===== src/rtl/mppc_pkg.sv =====
package mppc_pkg;

   localparam int NUM_SLOTS            = 32;
   localparam int MAX_PATTERN_LEN      = 16;
   localparam int NUM_SERVICES         = 8;
   localparam int PATTERNS_PER_SERVICE = 4;

   localparam int SLOT_W = 5;
   localparam int POS_W  = 4;
   localparam int BYTE_W = 8;
   localparam int LEN_W  = 5;
   localparam int SVC_W  = 3;
   localparam int RANK_W = 2;

   localparam int REQ_DATA_W = 32;
   localparam int REQ_USER_W = 2;
   localparam int RSP_DATA_W = 24;
   localparam int QUEUE_DEPTH = 2;

   typedef enum logic [1:0] {
      FUNC_PATTERN_BYTE = 2'd0,
      FUNC_SLOT_INFO    = 2'd1,
      FUNC_START        = 2'd2,
      FUNC_DATA         = 2'd3
   } func_type;

   typedef struct packed {
      func_type             func;
      logic [SLOT_W-1:0]    slot;
      logic [POS_W-1:0]     position;
      logic [BYTE_W-1:0]    byte_value;
      logic [LEN_W-1:0]     pattern_length;
      logic [SVC_W-1:0]     service_index;
      logic [RANK_W-1:0]    pattern_rank;
      logic                 slot_enable;
   } cmd_type;

endpackage


===== src/rtl/mppc_front.sv =====
module mppc_front (
   input  logic                               clock,
   input  logic                               reset,
   input  logic                               req_tvalid,
   output logic                               req_tready,
   input  logic [mppc_pkg::REQ_DATA_W-1:0]    req_tdata,
   input  logic [mppc_pkg::REQ_USER_W-1:0]    req_tuser,
   output logic                               q_valid,
   input  logic                               q_ready,
   output mppc_pkg::cmd_type                  q_cmd
);
   import mppc_pkg::*;

   cmd_type    queue_ff [QUEUE_DEPTH];
   logic       wr_ptr_ff, wr_ptr_in;
   logic       rd_ptr_ff, rd_ptr_in;
   logic [1:0] fill_ff, fill_in;
   cmd_type    decoded;
   logic       push, pop;

   // decode and clamp the overlong length
   always_comb begin
      decoded.func           = func_type'(req_tuser);
      decoded.slot           = req_tdata[4:0];
      decoded.position       = req_tdata[8:5];
      decoded.byte_value     = req_tdata[16:9];
      decoded.pattern_length = (req_tdata[21:17] > LEN_W'(MAX_PATTERN_LEN))
                               ? LEN_W'(MAX_PATTERN_LEN) : req_tdata[21:17];
      decoded.service_index  = req_tdata[24:22];
      decoded.pattern_rank   = req_tdata[26:25];
      decoded.slot_enable    = req_tdata[27];
   end

   assign req_tready = (fill_ff != 2'(QUEUE_DEPTH));
   assign push       = req_tvalid && req_tready;
   assign q_valid    = (fill_ff != 2'd0);
   assign pop        = q_valid && q_ready;
   assign q_cmd      = queue_ff[rd_ptr_ff];

   always_comb begin
      wr_ptr_in = push ? !wr_ptr_ff : wr_ptr_ff;
      rd_ptr_in = pop ? !rd_ptr_ff : rd_ptr_ff;
      fill_in   = fill_ff + 2'(push) - 2'(pop);
   end

   always_ff @(posedge clock) begin
      if (reset) begin
         wr_ptr_ff <= 1'b0;
         rd_ptr_ff <= 1'b0;
         fill_ff   <= 2'd0;
      end else begin
         wr_ptr_ff <= wr_ptr_in;
         rd_ptr_ff <= rd_ptr_in;
         fill_ff   <= fill_in;
      end
   end

   always_ff @(posedge clock) begin
      if (push) begin
         queue_ff[wr_ptr_ff] <= decoded;
      end
   end

endmodule


===== config.mk =====
export PLATFORM = sky130hd
export DESIGN_NAME = mppc_front
export DESIGN_NICKNAME = d
export VERILOG_FILES = /design/src/rtl/mppc_pkg.sv /design/src/rtl/mppc_front.sv
export SDC_FILE = /design/constraint.sdc
export NUM_CORES = 1
export LEC_CHECK = 0
export BUFFER_PORTS_ARGS = -buffer_cell sky130_fd_sc_hd__buf_2
export CORE_MARGIN = 10
export CORE_UTILIZATION = 50
export DETAILED_ROUTE_END_ITERATION = 8
export PLACE_DENSITY = 0.88
export REMOVE_ABC_BUFFERS = 1
export SYNTH_ARGS = -nofsm -noshare
export SYNTH_HDL_FRONTEND = slang
export SYNTH_SLANG_ARGS = --single-unit

===== constraint.sdc =====
create_clock -name clock -period 4.7 [get_ports clock]
set_input_delay 0.235 -clock clock [delete_from_list [all_inputs] [get_ports clock]]
set_output_delay 0.235 -clock clock [all_outputs]
set_load 0.01 [all_outputs]

==> results.ini, run 1 <==
[cts]
cts_tree=done
clock_path_buffers=2
cts_made_buffers=9
h-tree-depth=3
ctsHoldBuffers=0
cts_setup_buffers=0
cts_resized=0
clkSinkCount=65
clk_latency_ns=0.32
cts_root_buffer=clkbuf_8
clk_pin_slew_ns=0.07

[synthesis]
muxShareOfSynthArea=0.143
synth_edf_count=60
syn-instance-count=127
synthXorXnorAreaFrac=0.00359
synth_top_family_by_area=multiplexers
async_flop_share=0
synth_compound_gate_area_share=0.0210
synth_fa_ha_area_frac=0.00513
yosys-top-cells-area=edfxtp_1 74%, mux2_2 14%, dfxtp_1 4.1%, nor2b_1 1.5%, nor2_1 0.77%
synth_ff_type=edfxtp_1
avgSynthCellArea_sq_um=19.2
syn_area_sq_um=2440
synthSimpleGateAreaFrac=0.0390
yosysUniqueCellTypes=23
yosysTopAreaCellShare=0.738
ys_ff_latch=65
synth-seq-area-share=0.779
synth_top_area_cell=edfxtp_1
ys.warnings.count=0

[timing]
setup_violations=0
whs_ns=0.102
fin_setup_tns_ns=0
period_minus_slack_ns=2.04
fmax_ghz=0.489
worst_pin_slew_ns=0.719
fin_ws_ns=2.66
final.setup_skew_ns=0.00702
min_period_over_period=0.435
final_hold_viol_count=0
rsz0062_at_grt=no
slew_violations=0
maxSlewHeadroom=0.521

[placement]
dpl_worst_slack_ns=2.72
gp_congestion=0.682
io_buffers=65
hpwlAfterDp_microns=3100
post_dp_cell_area_sq_um=2850

[layout]
drive_gt1_frac=0.541
layout_commonest_cell=buf_2
nets=241
area_growth_pct=24.5
multi_input_area_sq_um=517
antenna_cells=0
most-common-layout-cells=65 x buf_2, 60 x edfxtp_1, 30 x mux2_2, 9 x clkbuf_8, 6 x nor2b_1
seqCellArea_sq_um=1900
fillers=354
design_area_sq_um=3040

[setup_path]
crit_path_start_kind=flop
path_max_fanout=21
path_class=reg2out
cp-end-kind=output pin
critical_path_arrival_ns=1.81
r2r-start=fill_ff[0]$_SDFF_PP0_
worstPathRequired_ns=4.47

[routing]
first_pass_iters=4
drc=0
drt_iter0_markers=53
vias_per_cell=4.89
routedWlPerCell_microns=16.5
dr_total_vias=1340
totalWireLength_microns=4510
drtAntennaViolNets=0

[grt]
grt_pass1_vias=1520
overflow=0
grt_max_degree=31
grtUsageTotal=0.115
grt_pass1_wl_microns=7370
antenna_found_initial=0

[die]
rows=25
chipWidth_microns=89.9
die_area_sq_um=8080
core-area_sq_um=4720
initial_utilization=0.517
die_h_microns=89.9
io_pins=70

[power_and_ir_drop]
power.leakage_nw=1.16
power.density_nw_per_um2=484
ir_worst_vdd_v=0.000330

[worst_hold_path]
hp-start=req_tdata[3]
hold_class=in2reg

[outcome]
status=finished clean

[run]
cap_violations=0

==> report_power, final <==
group | leakage [nW] | switching (mW) | internal [mW]
logic | 0.469 | 0.154 | 0.152
clock network | 0.0894 | 0.192 | 0.238
registers | 0.605 | 0.0313 | 0.705
total | 1.16 | 0.376 | 1.10
==> cell families (layout without fill, tap and decap cells) <==
kind of cell	after synthesis	in the layout
and+or+nand+nor	17	17
AOI/OAI and AO/OA	7	7
DFF	65	65
xor gates and xnor gates	1	1
buffers and inverters	5	85
muxes	31	31
adders and majority gates	1	1
==> layer usage <==
layer  track usage  part of all wire  wire (microns)
met3        0.0515             0.074             335
met5             0                 0               0
met2         0.189              0.51            2290
met4        0.0597            0.0047              21
met1         0.122              0.41            1870
==> synth_stat cells (2+ instances only) <==
library cell  number
buf_2              3
dfxtp_1            5
edfxtp_1          60
mux2_2            30
nor2_1             5
nor2b_1            6
o21ai_0            2
==> critical path, cell delays in order (launching register included) <==
cell and delay (ns):
dfxtp_1 0.59, buf_4 0.37, mux2_2 0.38, buf_2 0.14
==> flip-flops by register name, indices dropped and copies added (netlist names), named ones only <==
register and count:
fill_ff 2, rd_ptr_ff 1, queue_ff 60, wr_ptr_ff 1
==> per-stage QoR <==
step / power, mW / cells / utilization
3_3_place_gp: 1.05 / 258 / 0.604
6_report: 1.47 / 274 / 0.643
4_1_cts: 1.49 / 274 / 0.643
3_5_place_dp: 1.06 / 258 / 0.604
2_1_floorplan: 0.932 / 123 / -
5_1_grt: 1.56 / 274 / 0.643
==> final cells by class <==
class	count	share of cell area
Sequential cell	65	0.626
Multi-Input combinational cell	57	0.170
Timing Repair Buffer	68	0.114
Clock buffer	9	0.0408
Tap cell	67	0.0276
Clock inverter	7	0.0202
Inverter	1	0.00124
==> final timing paths <==
kind	to	slack (ns)	cells after the start
hold / removal	queue_ff[1][26]$_DFFE_PP_	0.10	1
hold reg to reg	rd_ptr_ff$_SDFFE_PP0P_	0.52	2
setup / recovery	q_cmd[26]	2.66	3
setup reg to reg	queue_ff[1][18]$_DFFE_PP_	2.69	3
(Power assumes the default switching activity.)
==> run 2, diff against run 1 <==
--- a/config.mk
+++ b/config.mk
@@ -5,6 +5,7 @@
 export SDC_FILE = /design/constraint.sdc
 export NUM_CORES = 1
 export LEC_CHECK = 0
+export ABC_AREA = 1
 export BUFFER_PORTS_ARGS = -buffer_cell sky130_fd_sc_hd__buf_2
 export CORE_MARGIN = 10
 export CORE_UTILIZATION = 50
==> constraint.sdc (replaced) <==
create_clock -name clock -period 1.9 [get_ports clock]
set_input_delay 0.095 -clock clock [delete_from_list [all_inputs] [get_ports clock]]
set_output_delay 0.095 -clock clock [all_outputs]
set_load 0.01 [all_outputs]
==> run 2 against run 1 <==
  * Combinational power grew to 4.1 times the previous value
  * First-iteration DRC count shrank 3.8%
  * Clock power grew 150%
  * Global-route usage grew 0.77 points
  * Highest routed layer unchanged
  * Sequential share of layout area shrank 7.8 points
==> results.ini, run 2 <==
[setup_path]
crit_chain=buf_12 -> mux2_4 -> buf_2
path_class=reg2out
cp-end-kind=output pin
max_stage_delay_ns=0.55  ; -0.04 ns
critical_path_arrival_ns=1.60  ; -0.21 ns
crit_slowest_cell=dfxtp_2
reg2reg_depth=11  ; +8
r2r-start=fill_ff[0]$_SDFF_PP0_
crit_path_start_kind=flop
path_max_fanout=21  ; unchanged
worstPathRequired_ns=1.80  ; -2.67 ns
r2r-end=fill_ff[1]$_SDFF_PP0_
ff2ff_setup_slack_ns=0.50  ; -2.19 ns

[outcome]
status=finished clean

[synthesis]
syn_area_sq_um=2590  ; +6.2%
yosys-top-cells-area=edfxtp_1 70%, mux2_4 17%, dfxtp_1 3.9%, inv_1 1.6%, nor2_1 1.3%
synth_edf_count=60  ; unchanged
synth_top_area_cell=edfxtp_1
synth_common_cells=60 x edfxtp_1, 30 x mux2_4, 11 x inv_1
yosysUniqueCellTypes=19  ; -17%
synth-seq-area-share=0.734  ; -0.0451
syn-instance-count=139  ; +9.4%
ys_ff_latch=65  ; unchanged
synth.most_common_cell=edfxtp_1
async_flop_share=0  ; unchanged
ys.warnings.count=0  ; unchanged
synth_ff_type=edfxtp_1
yosysTopAreaCellShare=0.695  ; -0.0428
avgSynthCellArea_sq_um=18.6  ; -3.0%

[layout]
most-common-layout-cells=65 x buf_2, 60 x edfxtp_1, 30 x mux2_4, 26 x dlygate4sd3_1, 11 x inv_1
largest_register=queue_ff
largest_reg_flops=60  ; unchanged
area_growth_pct=34.1
layout_commonest_cell=buf_2
drive_gt1_frac=0.482  ; -0.0594
largest_registers=queue_ff x60, fill_ff x2
fin_cells=315  ; +15%
antenna_cells=0  ; unchanged
design_area_sq_um=3470  ; +14%
nets=279  ; +16%

[die]
io_pins=70  ; unchanged
die_h_microns=92.0  ; +2.4%
core-area_sq_um=5070  ; +7.4%
chipWidth_microns=92.0  ; +2.4%
die_area_sq_um=8460  ; +4.8%
rows=26  ; +4.0%
initial_utilization=0.511  ; -0.00622

[timing]
rsz0062_at_grt=no
period_minus_slack_ns=1.70
setup_violations=0  ; unchanged
whs_ns=0.0321  ; -0.0699 ns
fmax_ghz=0.589
fin_ws_ns=0.203  ; -2.45 ns
slew_violations=0  ; unchanged
maxSlewHeadroom=0.755  ; +0.235
worst_pin_slew_ns=0.367  ; -0.352 ns
final_hold_viol_count=0  ; unchanged
min_period_over_period=0.893
final.setup_skew_ns=0.00697  ; -0.0000501 ns

[placement]
dpl_worst_slack_ns=0.498  ; -2.22 ns
post_dp_cell_area_sq_um=3040  ; +6.4%
io_buffers=65  ; unchanged
hpwlAfterDp_microns=3300  ; +6.4%
gp_congestion=0.665  ; -2.4%
dp.cells=273  ; +5.8%

[cts]
clk_pin_slew_ns=0.06  ; about the same
h-tree-depth=3  ; unchanged
cts_tree=done
cts_root_buffer=clkbuf_8
clkSinkCount=65  ; unchanged
cts_made_buffers=9  ; unchanged
cts_setup_buffers=0  ; unchanged
clk_latency_ns=0.32  ; about the same
clock_path_buffers=2  ; unchanged

[routing]
drc=0  ; unchanged
dr_total_vias=1461  ; +9.0%
drt_iter0_markers=51  ; -3.8%
routedWlPerCell_microns=15.6  ; -5.0%
drtAntennaViolNets=0  ; unchanged
vias_per_cell=4.64  ; -5.2%
totalWireLength_microns=4930  ; +9.3%
first_pass_iters=5  ; +1

[grt]
antenna_found_initial=0  ; unchanged
overflow=0  ; unchanged
grt_max_degree=31  ; unchanged
grtUsageTotal=0.123  ; +0.00772
grt_pass1_wl_microns=8090  ; +9.8%
grt_pass1_vias=1621  ; +6.6%

[worst_hold_path]
hp-start=req_tdata[21]
hold_class=in2reg
whs_path_depth=1  ; unchanged
min_to=queue_ff[0][10]$_DFFE_PP_

[run]
cap_violations=0  ; unchanged

[power_and_ir_drop]
power.density_nw_per_um2=1220  ; +150%
power.leakage_nw=1.42  ; +22%
ir_worst_vdd_v=0.000766  ; +130%

[run 2: final cells by class]
cell class              instances  area, sq um
clock buffers                  12          135
clock inverters                 4         43.8
fillers                       374         1600
inverters                      11         41.3
multi-input cells              59          618
flip-flops and latches         65         1900
well taps                      70         87.6
repair buffers                 94          646
[run 2: power by group]
group	total (mW)	internal, mW	switching [mW]
clock network	1.06	0.599	0.458
logic	1.24	0.651	0.587
registers	1.94	1.82	0.114
total	4.23	3.07	1.16
[run 2: per-layer routing]
layer	GRT usage	up-vias	routed length [microns]
met1	0.125	705	1870
li1	-	706	-
met2	0.212	46	2710
met4	0.0694	0	56
met3	0.0448	4	290
met5	0	-	0
[run 2: critical path, delay by kind of cell, from the launching register on]
kind / cells / cell delay [ns]
buffers and inverters: 2 / 0.39
DFF: 1 / 0.55
muxes: 1 / 0.33
[run 2: how the worst max path moves through the flow]
stage / slack, ns / endpoint / cells after the start
after CTS: 0.17 / q_cmd[12] / 3
final: 0.20 / q_cmd[12] / 3
after global placement: 0.54 / q_cmd[21] / 3
after floorplan: -0.39 / queue_ff[0][0]$_DFFE_PP_ / 4
after detailed placement: 0.50 / fill_ff[1]$_SDFF_PP0_ / 11
after global routing: 0.12 / q_cmd[12] / 3
[run 2: logic make-up after synthesis]
group	after synthesis	share of synthesized area
flops	65	0.734
xor+xnor	1	0.00338
fa+ha+maj	1	0.00483
simple gates	24	0.0468
mux	30	0.174
compound gates	3	0.00676
buf+inv	15	0.0304
[run 2: stage by stage]
stage,setup TNS (ns),util,total power [mW]
final,0,0.685,4.23
after global routing,0,0.685,4.48
after CTS,0,0.685,4.29
after detailed placement,0,0.598,3.19
after global placement,0,0.598,3.14
after floorplan,-11.65,-,2.74
[run 2: timing repair]
item,in CTS,in global routing
hold buffers,26,0
gates resized for setup,0,0
endpoints found under the hold margin,52,0
